`src/hw/rtl/dqs_pkg.sv`:
```
// Shared constants, field widths, codes and ring arithmetic for the integer deque with search.
package dqs_pkg;

  localparam int DEPTH = 32;
  localparam int PTR_W = $clog2(DEPTH);
  localparam int CNT_W = $clog2(DEPTH + 1);
  localparam int SUM_W = CNT_W + 1;

  localparam int OPCODE_W    = 3;
  localparam int VALUE_W     = 32;
  localparam int STATUS_W    = 2;
  localparam int COUNT_W     = 6;
  localparam int IN_TDATA_W  = 40;
  localparam int OUT_TDATA_W = 16;

  localparam logic [OPCODE_W-1:0] OP_PUSH_FRONT = 3'd0;
  localparam logic [OPCODE_W-1:0] OP_PUSH_BACK  = 3'd1;
  localparam logic [OPCODE_W-1:0] OP_POP_FRONT  = 3'd2;
  localparam logic [OPCODE_W-1:0] OP_POP_BACK   = 3'd3;
  localparam logic [OPCODE_W-1:0] OP_SEARCH     = 3'd4;

  localparam logic [STATUS_W-1:0] ST_DONE  = 2'd0;
  localparam logic [STATUS_W-1:0] ST_EMPTY = 2'd1;
  localparam logic [STATUS_W-1:0] ST_FULL  = 2'd2;

  // Ring position of the entry that lies off places behind base; off never reaches DEPTH.
  function automatic logic [PTR_W-1:0] ring_add(input logic [PTR_W-1:0] base,
                                                input logic [CNT_W-1:0] off);
    logic [SUM_W-1:0] sum;
    sum = SUM_W'(base) + SUM_W'(off);
    if (sum >= SUM_W'(DEPTH)) begin
      sum = sum - SUM_W'(DEPTH);
    end
    return sum[PTR_W-1:0];
  endfunction

endpackage

```
`src/hw/rtl/dqs_ram.sv`:
```
// Generic simple dual-port RAM with one write port and one registered read port.
module dqs_ram #(
  parameter int WIDTH = 32,
  parameter int DEPTH = 32
) (
  input  logic                     clk,
  input  logic                     we,
  input  logic [$clog2(DEPTH)-1:0] waddr,
  input  logic [WIDTH-1:0]         wdata,
  input  logic [$clog2(DEPTH)-1:0] raddr,
  output logic [WIDTH-1:0]         rdata
);

  logic [WIDTH-1:0] mem [DEPTH];
  logic [WIDTH-1:0] rdata_r;

  always_ff @(posedge clk) begin
    if (we) begin
      mem[waddr] <= wdata;
    end
    rdata_r <= mem[raddr];
  end

  assign rdata = rdata_r;

endmodule

```
`src/hw/rtl/integer_deque_with_search_unit.sv`:
```
// Bounded double-ended queue of signed integers held in a ring in one RAM, with linear search.
// The block takes one transaction at a time and returns exactly one result for each. Pushes, pops
// and unused opcodes pass through the done state to the result register. A search walks the
// held entries through the single RAM read port, one entry per cycle, and stops at the first
// match or after the last entry, and an empty queue skips the walk. A result waiting
// in the output register holds back only the following result, not the work on it.
module integer_deque_with_search_unit (
  input  logic                            clk,
  input  logic                            rst_n,
  input  logic                            in_tvalid,
  output logic                            in_tready,
  input  logic [dqs_pkg::IN_TDATA_W-1:0]  in_tdata,   // value [31:0], zero padding [39:32]
  input  logic [dqs_pkg::OPCODE_W-1:0]    in_tuser,   // opcode [2:0]
  output logic                            out_tvalid,
  input  logic                            out_tready,
  output logic [dqs_pkg::OUT_TDATA_W-1:0] out_tdata   // status [1:0], found [2], count [8:3],
                                                      // zero padding [15:9]
);
  import dqs_pkg::*;

  localparam logic [1:0] S_IDLE   = 2'd0;
  localparam logic [1:0] S_SEARCH = 2'd1;
  localparam logic [1:0] S_DONE   = 2'd2;

  logic [1:0]             state_r, state_nxt;
  logic [PTR_W-1:0]       head_r, head_nxt;
  logic [CNT_W-1:0]       cnt_r, cnt_nxt;
  logic [CNT_W-1:0]       iss_r, iss_nxt;
  logic [VALUE_W-1:0]     key_r, key_nxt;
  logic [STATUS_W-1:0]    st_r, st_nxt;
  logic                   fnd_r, fnd_nxt;
  logic                   out_valid_r, out_valid_nxt;
  logic [OUT_TDATA_W-1:0] out_data_r, out_data_nxt;

  logic                   accept;
  logic [OPCODE_W-1:0]    opcode;
  logic [VALUE_W-1:0]     value;
  logic [COUNT_W-1:0]     cnt_field;
  logic                   ram_we;
  logic [PTR_W-1:0]       ram_waddr;
  logic [VALUE_W-1:0]     ram_wdata;
  logic [PTR_W-1:0]       ram_raddr;
  logic [VALUE_W-1:0]     ram_rdata;

  assign opcode    = in_tuser;
  assign value     = in_tdata[VALUE_W-1:0];
  assign in_tready = (state_r == S_IDLE);
  assign accept    = in_tvalid && in_tready;
  assign cnt_field = COUNT_W'(cnt_r);

  always_comb begin
    state_nxt     = state_r;
    head_nxt      = head_r;
    cnt_nxt       = cnt_r;
    iss_nxt       = iss_r;
    key_nxt       = key_r;
    st_nxt        = st_r;
    fnd_nxt       = fnd_r;
    out_valid_nxt = out_valid_r;
    out_data_nxt  = out_data_r;
    ram_we        = 1'b0;
    ram_waddr     = head_r;
    ram_wdata     = value;
    ram_raddr     = head_r;

    if (out_tready) begin
      out_valid_nxt = 1'b0;
    end

    unique case (state_r)
      S_IDLE: begin
        if (accept) begin
          key_nxt   = value;
          st_nxt    = ST_DONE;
          fnd_nxt   = 1'b0;
          state_nxt = S_DONE;
          unique case (opcode)
            OP_PUSH_FRONT: begin
              if (cnt_r == CNT_W'(DEPTH)) begin
                st_nxt = ST_FULL;
              end else begin
                head_nxt  = (head_r == '0) ? PTR_W'(DEPTH - 1) : head_r - 1'b1;
                ram_we    = 1'b1;
                ram_waddr = head_nxt;
                cnt_nxt   = cnt_r + 1'b1;
              end
            end
            OP_PUSH_BACK: begin
              if (cnt_r == CNT_W'(DEPTH)) begin
                st_nxt = ST_FULL;
              end else begin
                ram_we    = 1'b1;
                ram_waddr = ring_add(head_r, cnt_r);
                cnt_nxt   = cnt_r + 1'b1;
              end
            end
            OP_POP_FRONT: begin
              if (cnt_r == '0) begin
                st_nxt = ST_EMPTY;
              end else begin
                head_nxt = ring_add(head_r, CNT_W'(1));
                cnt_nxt  = cnt_r - 1'b1;
              end
            end
            OP_POP_BACK: begin
              if (cnt_r == '0) begin
                st_nxt = ST_EMPTY;
              end else begin
                cnt_nxt = cnt_r - 1'b1;
              end
            end
            OP_SEARCH: begin
              if (cnt_r != '0) begin
                ram_raddr = head_r;
                iss_nxt   = CNT_W'(1);
                state_nxt = S_SEARCH;
              end
            end
            default: begin
            end
          endcase
        end
      end
      S_SEARCH: begin
        // The word read in the previous cycle is compared while the next read is issued.
        if (ram_rdata == key_r) begin
          fnd_nxt   = 1'b1;
          state_nxt = S_DONE;
        end else if (iss_r == cnt_r) begin
          state_nxt = S_DONE;
        end else begin
          ram_raddr = ring_add(head_r, iss_r);
          iss_nxt   = iss_r + 1'b1;
        end
      end
      S_DONE: begin
        if (!out_valid_r || out_tready) begin
          out_valid_nxt = 1'b1;
          out_data_nxt  = OUT_TDATA_W'({cnt_field, fnd_r, st_r});
          state_nxt     = S_IDLE;
        end
      end
      default: begin
        state_nxt = S_IDLE;
      end
    endcase
  end

  always_ff @(posedge clk) begin
    if (!rst_n) begin
      state_r     <= S_IDLE;
      head_r      <= '0;
      cnt_r       <= '0;
      out_valid_r <= 1'b0;
    end else begin
      state_r     <= state_nxt;
      head_r      <= head_nxt;
      cnt_r       <= cnt_nxt;
      out_valid_r <= out_valid_nxt;
    end
  end

  always_ff @(posedge clk) begin
    iss_r      <= iss_nxt;
    key_r      <= key_nxt;
    st_r       <= st_nxt;
    fnd_r      <= fnd_nxt;
    out_data_r <= out_data_nxt;
  end

  dqs_ram #(
    .WIDTH (VALUE_W),
    .DEPTH (DEPTH)
  ) u_entry_ram (
    .clk   (clk),
    .we    (ram_we),
    .waddr (ram_waddr),
    .wdata (ram_wdata),
    .raddr (ram_raddr),
    .rdata (ram_rdata)
  );

  assign out_tvalid = out_valid_r;
  assign out_tdata  = out_data_r;

endmodule

```
`config.mk`:
```
export PLATFORM = sky130hd
export DESIGN_NAME = integer_deque_with_search_unit
export DESIGN_NICKNAME = d
export VERILOG_FILES = /design/src/hw/rtl/dqs_pkg.sv /design/src/hw/rtl/dqs_ram.sv /design/src/hw/rtl/integer_deque_with_search_unit.sv
export SDC_FILE = /design/constraint.sdc
export NUM_CORES = 1
export LEC_CHECK = 0
export BUFFER_PORTS_ARGS = -buffer_cell sky130_fd_sc_hd__buf_4
export CAP_MARGIN = 20
export CORE_ASPECT_RATIO = 1.4
export CORE_UTILIZATION = 55
export CTS_BUF_LIST = sky130_fd_sc_hd__clkbuf_8
export DETAILED_ROUTE_END_ITERATION = 16
export PLACE_DENSITY = 0.82
export SYNTH_ARGS = -nofsm -noshare
export SYNTH_HDL_FRONTEND = slang
export SYNTH_SLANG_ARGS = --single-unit
```
`constraint.sdc`:
```
create_clock -name clk -period 6.5 [get_ports clk]
set_input_delay 0.65 -clock clk [delete_from_list [all_inputs] [get_ports clk]]
set_output_delay 0.65 -clock clk [all_outputs]
set_load 0.01 [all_outputs]
```
### Word-level counts from Yosys, hierarchy flattened

Memories as Yosys holds them, arrays and structs flattened. A register that Yosys moved wholly into a read port is not among the register bits.
Index checks and enable logic that the tools add are counted.

| cells by class | value |
|---|---|
| add/subtract/negate cells | 10 |
| mux-type cells | 45 |
| reduce and logical (&&, ||, !) cells | 20 |
| $lt $le $gt $ge | 3 |
| eq/ne operators | 20 |

Operators with widths:

| operator | count |
|---|---|
| $mux 5 | 12 |
| $mux 6 | 7 |
| $eq 32x32->1 | 1 |
| $pmux 6 s2 | 2 |
| $pmux 5 s2 | 2 |
| $sub 5x1->5 const B | 4 |
| $add 5x6->7 | 2 |
| $ge 7x6->1 const B | 2 |
| $mux 2 | 7 |
| $ne 2x2->1 const B | 7 |
| $add 6x1->6 const B | 2 |
| $mux 1 | 12 |
| $add 5x1->6 const B | 1 |
| $eq 3x2->1 const B | 2 |
| $eq 6x6->1 | 1 |
| $eq 6x6->1 const B | 1 |
| $ge 6x6->1 const B | 1 |
| $logic_not 6->1 | 1 |
| $ne 2x1->1 const B | 3 |
| $pmux 2 s3 | 1 |
| $reduce_and 3->1 | 2 |
| $reduce_and 6->1 | 1 |
| $reduce_bool 2->1 | 3 |
| $reduce_bool 6->1 | 1 |
| other kinds (18) | 20 |

| word-level totals | value |
|---|---|
| word-level logic and storage cells | 108 |
| memories kept | 1 |
| RAM bits | 1,024 |
| output and inout bits | 18 |
| input port bits | 47 |
| register bits after elaboration | 64 |

Memory list:

| name | words | bits a word | read ports | clocked after Yosys merged registers in | wr ports | RTL line | source |
|---|---|---|---|---|---|---|---|
| u_entry_ram.mem | 32 | 32 | 1 | 1 | 1 | dqs_ram.sv:14 | `logic [WIDTH-1:0] mem [DEPTH];` |

### Logic depth before layout (Yosys ltp)

Gate-level depths: netlist of the first run.

| logic depth | value |
|---|---|
| depth in word-level cells | 7 |
| depth in mapped cells | 13 |
| depth with buffers taken out | 12 |

### Hierarchy

Synthesis of the first run repeated with hierarchy kept, for this count alone.

| second synthesis, totals | value |
|---|---|
| cells, all modules | 2,569 |
| area total of the unflattened synthesis | 44,062.3 um^2 |

Modules (own cells, without submodules):

| module | cells each | times used | area each (um^2) |
|---|---|---|---|
| dqs_ram | 2,260 | 1 | 40,492.6 |
| integer_deque_with_search_unit | 309 | 1 | 3,569.7 |

### Least setup slack after synthesis of the first run

Ideal clock, no wire load.

| timing | value |
|---|---|
| path kind | reg2reg |
| from | register cnt_r[0], in the netlist cnt_field[0] |
| to | memory u_entry_ram.mem[20][0], enable pin |
| arrival time | 3,765 ps |
| path buffers | 1 |
| cell stages (with the launch flop) | 9 |
| required time | 6,079 ps |
| library setup time | 421 ps |
| slack | 2,314 ps |
| clock period less this slack | 4,186 ps |
| cell sequence | dfxtp_1 > or4_1 > nor3_1 > clkbuf_1 > o21ai_1 > a31oi_1 > o21ai_1 > or3_1 > nor2_1 |

| between the ends | value |
|---|---|
| cells in the longest elaborated chain, start to end | 7 |
| elaborated cells on any way between the ends | 16 |
| classes of those cells | 2 x add/sub; 1 x order compare; 1 x eq/ne; 12 x mux |

Ends and longest elaborated chain:

| item | RTL line | source |
|---|---|---|
| start, declared | integer_deque_with_search_unit.sv:27 | `logic [CNT_W-1:0] cnt_r, cnt_nxt;` |
| start signal, assigned | integer_deque_with_search_unit.sv:158 | `cnt_r <= cnt_nxt;` |
| $add 5x6->7 / $eq 6x6->1 (equally long branches) | dqs_pkg.sv:30, integer_deque_with_search_unit.sv:79, integer_deque_with_search_unit.sv:89 |  |
| $ge 7x6->1, or another cell as far along | dqs_pkg.sv:31 | `if (sum >= SUM_W'(DEPTH)) begin` |
| $mux 5 / $mux 1 (equally long branches) | -- |  |
| $mux 5 / $mux 1 (equally long branches) | integer_deque_with_search_unit.sv:89, integer_deque_with_search_unit.sv:72 |  |
| $pmux 5 s2 / $mux 1 (equally long branches) | integer_deque_with_search_unit.sv:77, integer_deque_with_search_unit.sv:70 |  |
| $mux 5 / $mux 1 (equally long branches) | integer_deque_with_search_unit.sv:72, dqs_ram.sv:18 |  |
| $mux 5 / $mux 1 (equally long branches) | integer_deque_with_search_unit.sv:70, dqs_ram.sv:19 |  |
| end, declared | dqs_ram.sv:14 |  |

Several ways; a longest one is shown, not always the timed one.

### Final worst setup path of the first run

| timing | value |
|---|---|
| from | register key_r[11] |
| to | register u_entry_ram.rdata_r[10], in the netlist u_entry_ram.rdata[10] (read register of u_entry_ram.mem) |

| between the ends | value |
|---|---|
| cells in the longest elaborated chain, start to end | 3 |

Ends and longest elaborated chain:

| item | RTL line | source |
|---|---|---|
| start, declared | integer_deque_with_search_unit.sv:29 | `logic [VALUE_W-1:0] key_r, key_nxt;` |
| start signal, assigned | integer_deque_with_search_unit.sv:165 | `key_r <= key_nxt;` |
| $eq 32x32->1 | integer_deque_with_search_unit.sv:126 | `if (ram_rdata == key_r) begin` |
| $mux 5 | integer_deque_with_search_unit.sv:126 |  |
| $mux 5 | -- |  |
| end, declared | dqs_ram.sv:15 | `logic [WIDTH-1:0] rdata_r;` |

Every way passes these cells.
A chain may end at the register's enable or synchronous reset.

==> results of run 1 <==
-- routing by layer --
| metal | up-vias | wire, um | global-route usage, % |
|---|---|---|---|
| met1 | 11800 | 36600 | 31.7 |
| li1 | 9921 | - | - |
| met3 | 341 | 10800 | 6.77 |
| met4 | 2 | 5200 | 13.2 |
| met5 | - | 7 | 0 |
| met2 | 1492 | 52500 | 43.8 |
-- per-stage QoR --
step                area [sq um]  hold slack [ps]  setup WS, ps  std cells  utilization [%]
floorplan                  44000              400          2310       2373                -
global placement           45900              408          1780       3408             58.0
detailed placement         45900              407          1700       3409             58.1
CTS                        48800             51.0          1630       3680             61.7
global route               48800             69.4          1510       3681             61.7
finish                     48800              100          1550       3681             61.7
-- final timing paths --
check | start | to | cells after the start
min reg2reg | fnd_r | out_tdata[2] | 0
min | rst_n | state_r[1] | 2
max reg2reg | key_r[11] | u_entry_ram.rdata[10] | 9
max | key_r[11] | u_entry_ram.rdata[10] | 9
-- cells in the final DEF, fill, tap and decap left out, types with 3 or more instances in the layout --
master and count:
nand2b_1 7, nor2_4 32, o21ai_1 20, edfxtp_1 1074
buf_12 6, mux2i_1 476, clkbuf_8 171, nand2_2 5
nand3_1 14, clkinvlp_4 3, nor3_1 5, nand2_1 34
conb_1 7, o22ai_1 35, o21ai_0 21, a32oi_1 31
clkinv_1 27, nor2_1 30, a211oi_1 35, buf_4 106
xnor2_1 46, o221ai_1 93, nor4_1 4, inv_1 69
or4_1 3, nand4_1 11, bufinv_16 4, a21o_1 5
ha_1 15, dfxtp_1 46, fa_1 3, clkinv_2 10
a21oi_1 54, mux4_2 66, xor2_1 9, a31oi_1 11
or3_1 3
-- cell families after synthesis --
kind of cell / Yosys count / share of synthesized area (%)
muxes: 547 / 14.4
and+or+nand+nor: 157 / 1.70
buffers and inverters: 147 / 1.65
AOI/OAI and AO/OA: 322 / 5.22
DFF: 1120 / 75.4
other: 1 / 0.00852
xor gates and xnor gates: 55 / 1.09
adders and majority gates: 18 / 0.563
-- flip-flops by register name, indices dropped and copies added (netlist names) --
| name | flops |
|---|---|
| u_entry_ram.mem | 1024 |
| key_r | 32 |
| u_entry_ram.rdata | 32 |
| out_tdata | 9 |
| cnt_field | 6 |
| iss_r | 6 |
| head_r | 5 |
| st_r | 2 |
| state_r | 2 |
| fnd_r | 1 |
| out_tvalid | 1 |
-- power groups by stage --
stage	logic (mW)	clock network [mW]	registers, mW
floorplan	0.596	0	8.20
global placement	0.918	0	8.21
detailed placement	0.953	0	8.21
CTS	0.960	5.12	8.06
global route	1.02	5.40	8.06
finish	0.973	5.08	8.06
-- final cells by class --
| type | count | area (sq um) |
|---|---|---|
| repair buffers | 112 | 916 |
| inverters | 17 | 63.8 |
| multi-input cells | 1106 | 10400 |
| well taps | 1054 | 1320 |
| diodes | 1 | 2.50 |
| flip-flops and latches | 1120 | 33200 |
| clock inverters | 100 | 524 |
| fillers | 5291 | 30300 |
| clock buffers | 171 | 2350 |
==> impl_metrics.toml, run 1 <==
[worst_setup_path]
critical-path-max-stage-delay_ps = 790
reg2reg_setup_slack_ps = 1550
cp_num_buf_inv = 1
cp_max_fo = 33
critical-path-top-delay-family = "simple AND/OR/NAND/NOR gates"
worstSetupPathType = "flip-flop to flip-flop"
timing.critical_path.from_type = "flip-flop"
worstPathArrival_ps = 5610
critical_path.slowest_cell = "nand2_2"
timing.critical_path.cells = "xnor2_1 -> nand4_1 -> nor4_4 -> a21oi_2 -> mux2_4 -> buf_4 -> nand2_2 -> o22ai_1 -> a211oi_1"
element_type_at_the_critical_path_end = "flip-flop"
cp_data_required_time_ps = 7160

[yosys]
synth.distinct_cells = 55
synth_largest_area_cell = "edfxtp_1"
synth_top_cells_by_count = "1074 x edfxtp_1, 476 x mux2i_1, 94 x o221ai_1, 66 x mux4_2, 62 x nor2_1"
synth.top_cells.by_area = "edfxtp_1 73%, mux2i_1 11%, mux4_2 3.4%, dfxtp_1 2.1%, o221ai_1 1.9%"
yosysWarningCount = 0
synth-async-reset-ratio_pct = 0
yosysSeqAreaShare_pct = 75.4
synth.cell_area_sq_mm = 0.0440
synth_enable_flop_cells = 1074
synth-seq-cells = 1120
syn-instance-count = 2367
syn_avg_cell_area_sq_um = 18.6
dominantRegCellSynth = "edfxtp_1"
yosysMostFrequentCell = "edfxtp_1"
yosysTopAreaCellShare_pct = 73.3

[grt]
overflow = 0
grt_max_degree = 100
globalRouteTotalUtil_pct = 26.3
number_of_antenna_violations_at_the_first_check_in_global_routing = 3
via_count_of_the_first_global_routing_pass = 24000
global_route_wire_length_before_repair_um = 153000

[clocking]
ctsHoldBuffers = 0
cts.reportedPaths.clkPinSlew_ps = 60
clk_latency_ps = 810
post_cts_resize_count = 0
num_cts_buffers = 153
clock_tree_root = "clkbuf_8"
cts_htree_levels = 4
tritoncts = "done"
cts-root-to-sink-buffers = 3
clkSinkCount = 1120
post_cts.repair.setup_buffers = 0

[pwr]
ir_drop_mv = 0.179
power.internal_mw = 10.9
power.share.combinational_pct = 6.9
static-leakage-power_nw = 15.4
power.density_cell_area_mw_per_mm2 = 289
power_dissipated_by_switching_net_loads_mw = 3.20
sw_frac_of_total_pct = 22.6
post-layout-total-power_mw = 14.1
sequential_share_of_power_pct = 57.1
clock_power_share_pct = 36.0

[route]
post_dr_vias_cell = 6.40
wl_um = 105000
vias = 23600
wl_per_cell_um = 28.6
detail_route.first_pass.iterations = 8
detail-route-antenna-nets = 0
post-route-drc-count = 0
drt_first_iter_violations = 2883

[placed_design]
place_hpwl_um = 58200
routability_driven_placement_congestion_ratio = 0.860
io_buffers = 49

[floorplan]
fp.dieArea_sq_mm = 0.0812
die_width_um = 241
start_util_pct = 55.6
ios = 65
core.rowCount = 122
placeableCoreArea_sq_mm = 0.0791
floorplan.die.height_um = 337

[timing]
finalSetupViolations = 0
tightest_slew_margin_relative_to_the_limit_pct = 20.5
post-route-min-period_ps = 4950
rsz_0062_raised_after_global_routing = "no"
fin_worst_skew_ps = 25.4
final_max_slew_viol_count = 0
setup-tns-final_ps = 0
hold_violations = 0
highest_clock_frequency_the_design_can_meet_mhz = 202
worst_pin_slew_ps = 1190
final_period_util_pct = 76.1

[layout]
num-nets-final = 2575
layout-drive-gt1-share_pct = 16.0
flow.area_growth_from_synthesis_pct = 10.9

[run_status]
outcome = "finished clean"

[hold_path]
holdCritPathClass = "input pin to flip-flop"

[run]
drv.max_cap_violation_count = 0
Note: power is estimated with default switching activity, not from simulation.
==> run 2: changes to the inputs <==
clock period = 5.12 ns   (was 6.5 ns; I/O delays follow)
==> run 2 against run 1 <==
  * Power increased by 26%
  * Critical path type unchanged
  * Critical path depth is 1 higher
  * First-iteration DRC count shrank 2.4%
  * Count of clock-buffer cells in the layout fell by 12
  * Sequential power increased by 27%
  * Maximum frequency increased by 7.3%
  * Largest cell class unchanged
  * Core utilization is 0.45 points higher
  * Via count increased by 0.45%
  * Global-route usage fell by 0.28 points
  * Sequential share of layout area shrank 0.49 points
  * Final cell count rose by 0.60%
==> impl_metrics.toml, run 2 (same netlist as run 1, synthesis figures left out) <==
[worst_setup_path]
timing.critical_path.cells = "xnor2_1 -> nand4_1 -> nor4_4 -> a21oi_2 -> mux2_8 -> buf_12 -> mux2i_1 -> o221ai_1 -> a21oi_1 -> a211oi_1"
critical-path-max-stage-delay_ps = 900
r2r.worst_path.cells = 10
critical_path.slowest_cell = "mux2_8"
cp_max_fo = 82
element_type_at_the_critical_path_end = "flip-flop"
cp_data_required_time_ps = 5780
worstPathArrival_ps = 5260
worstSetupPathType = "flip-flop to flip-flop"
timing.critical_path.from_type = "flip-flop"
cp_num_buf_inv = 1
critical-path-top-delay-family = "multiplexers"
path_depth = 10

[timing]
final_period_util_pct = 90.0
hold-worst-slack_ps = 102
final_max_slew_viol_count = 0
post-route-min-period_ps = 4610
setup-tns-final_ps = 0
worst_pin_slew_ps = 1190
finalSetupViolations = 0
layout_setup_ws_ps = 511
highest_clock_frequency_the_design_can_meet_mhz = 217
hold_violations = 0
rsz_0062_raised_after_global_routing = "no"
fin_worst_skew_ps = 29.7
tightest_slew_margin_relative_to_the_limit_pct = 20.5

[layout]
final_core_utilization_pct = 62.2
num-nets-final = 2588
layout-drive-gt1-share_pct = 16.5
finalInstanceArea_sq_mm = 0.0491
top_register = "u_entry_ram.mem"
most-common-layout-cells = "1074 x edfxtp_1, 476 x mux2i_1, 159 x clkbuf_8"
most_frequent_standard_cell_in_the_layout_excluding_fill_and_tap_cells = "edfxtp_1"
flow.area_growth_from_synthesis_pct = 11.7
largest_reg_flops = 1024
filler_cell_count = 5213
post_layout_nonfiller_instances = 3703

[pwr]
post-layout-total-power_mw = 17.8
power.density_cell_area_mw_per_mm2 = 361
ir_drop_mv = 0.209
static-leakage-power_nw = 15.5

[placed_design]
routability_driven_placement_congestion_ratio = 0.843
io_buffers = 49
dp.cells = 3422
place_hpwl_um = 57700
placedInstanceArea_sq_mm = 0.0463
preCtsSetupSlack_ps = 637

[clocking]
clkSinkCount = 1120
post_cts.repair.setup_buffers = 0
num_cts_buffers = 150
tritoncts = "done"
clk_latency_ps = 820
cts-root-to-sink-buffers = 3
cts.reportedPaths.clkPinSlew_ps = 70
cts_htree_levels = 4
clock_tree_root = "clkbuf_8"

[route]
wl_per_cell_um = 28.0
post-route-drc-count = 0
wl_um = 104000
detail_route.first_pass.iterations = 7
detail-route-antenna-nets = 0
drt_first_iter_violations = 2815
vias = 23700
post_dr_vias_cell = 6.39

[hold_path]
hold-path-cell-count = 1
holdCritPathClass = "input pin to flip-flop"

[grt]
globalRouteTotalUtil_pct = 26.0
grt_max_degree = 85
global_route_wire_length_before_repair_um = 151000
overflow = 0
number_of_antenna_violations_at_the_first_check_in_global_routing = 3
via_count_of_the_first_global_routing_pass = 24000

[floorplan]
floorplan.die.height_um = 337
core.rowCount = 122
die_width_um = 241
start_util_pct = 55.6
ios = 65
fp.dieArea_sq_mm = 0.0812
placeableCoreArea_sq_mm = 0.0791

[run]
drv.max_cap_violation_count = 0

[run_status]
outcome = "finished clean"
## run 2: changes by cell type in the layout (fill, tap and decap cells not counted), moves of 2 or more
| cell | delta |
|---|---|
| inv_6 | +3 |
| buf_4 | -9 |
| dlygate4sd3_1 | +2 |
| clkinv_2 | +8 |
| clkbuf_8 | -12 |
| clkinvlp_4 | +4 |
| buf_12 | +23 |
| inv_8 | +2 |
## run 2: worst register-to-register path, cell delays in order, from the launching register on
cell      delay [ps]
edfxtp_1         380
xnor2_1          430
nand4_1          370
nor4_4           540
a21oi_2          310
mux2_8           900
buf_12           390
mux2i_1          320
o221ai_1         140
a21oi_1          580
a211oi_1         100
## run 2: worst paths after layout
check	from	end	slack (ps)
setup / recovery	key_r[13]	u_entry_ram.rdata[22]	510
setup reg to reg	key_r[13]	u_entry_ram.rdata[22]	510
hold reg to reg	fnd_r	out_tdata[2]	420
hold / removal	in_tdata[11]	u_entry_ram.mem[14][11]	100
## run 2: layout make-up
type	instances	area, sq um	share of cell area, %
clock buffer	159	2190	4.45
multi-input combinational	1106	10400	21.2
sequential	1120	33200	67.5
timing repair buffer	128	1330	2.70
clock inverter	117	629	1.28
antenna	2	5.00	0.0102
tap	1054	1320	2.68
inverter	17	63.8	0.130
## run 2: timing repair
item	in CTS	in global routing
resized for setup	0	0
hold buffers	2	0
hold endpoints to repair	2	0
## run 2: per-layer routing
metal / GRT usage, % / wire length (um)
met1: 31.9 / 35900
met2: 43.1 / 51500
met3: 5.37 / 10400
met4: 14.5 / 5830
met5: 0 / 12
## run 2: power breakdown
group          switching, mW  internal [mW]  leakage [nW]  total [mW]
combinational          0.783          0.450          3.84        1.23
sequential            0.0753           10.2          10.1        10.2
clock                   3.23           3.06          1.63        6.29
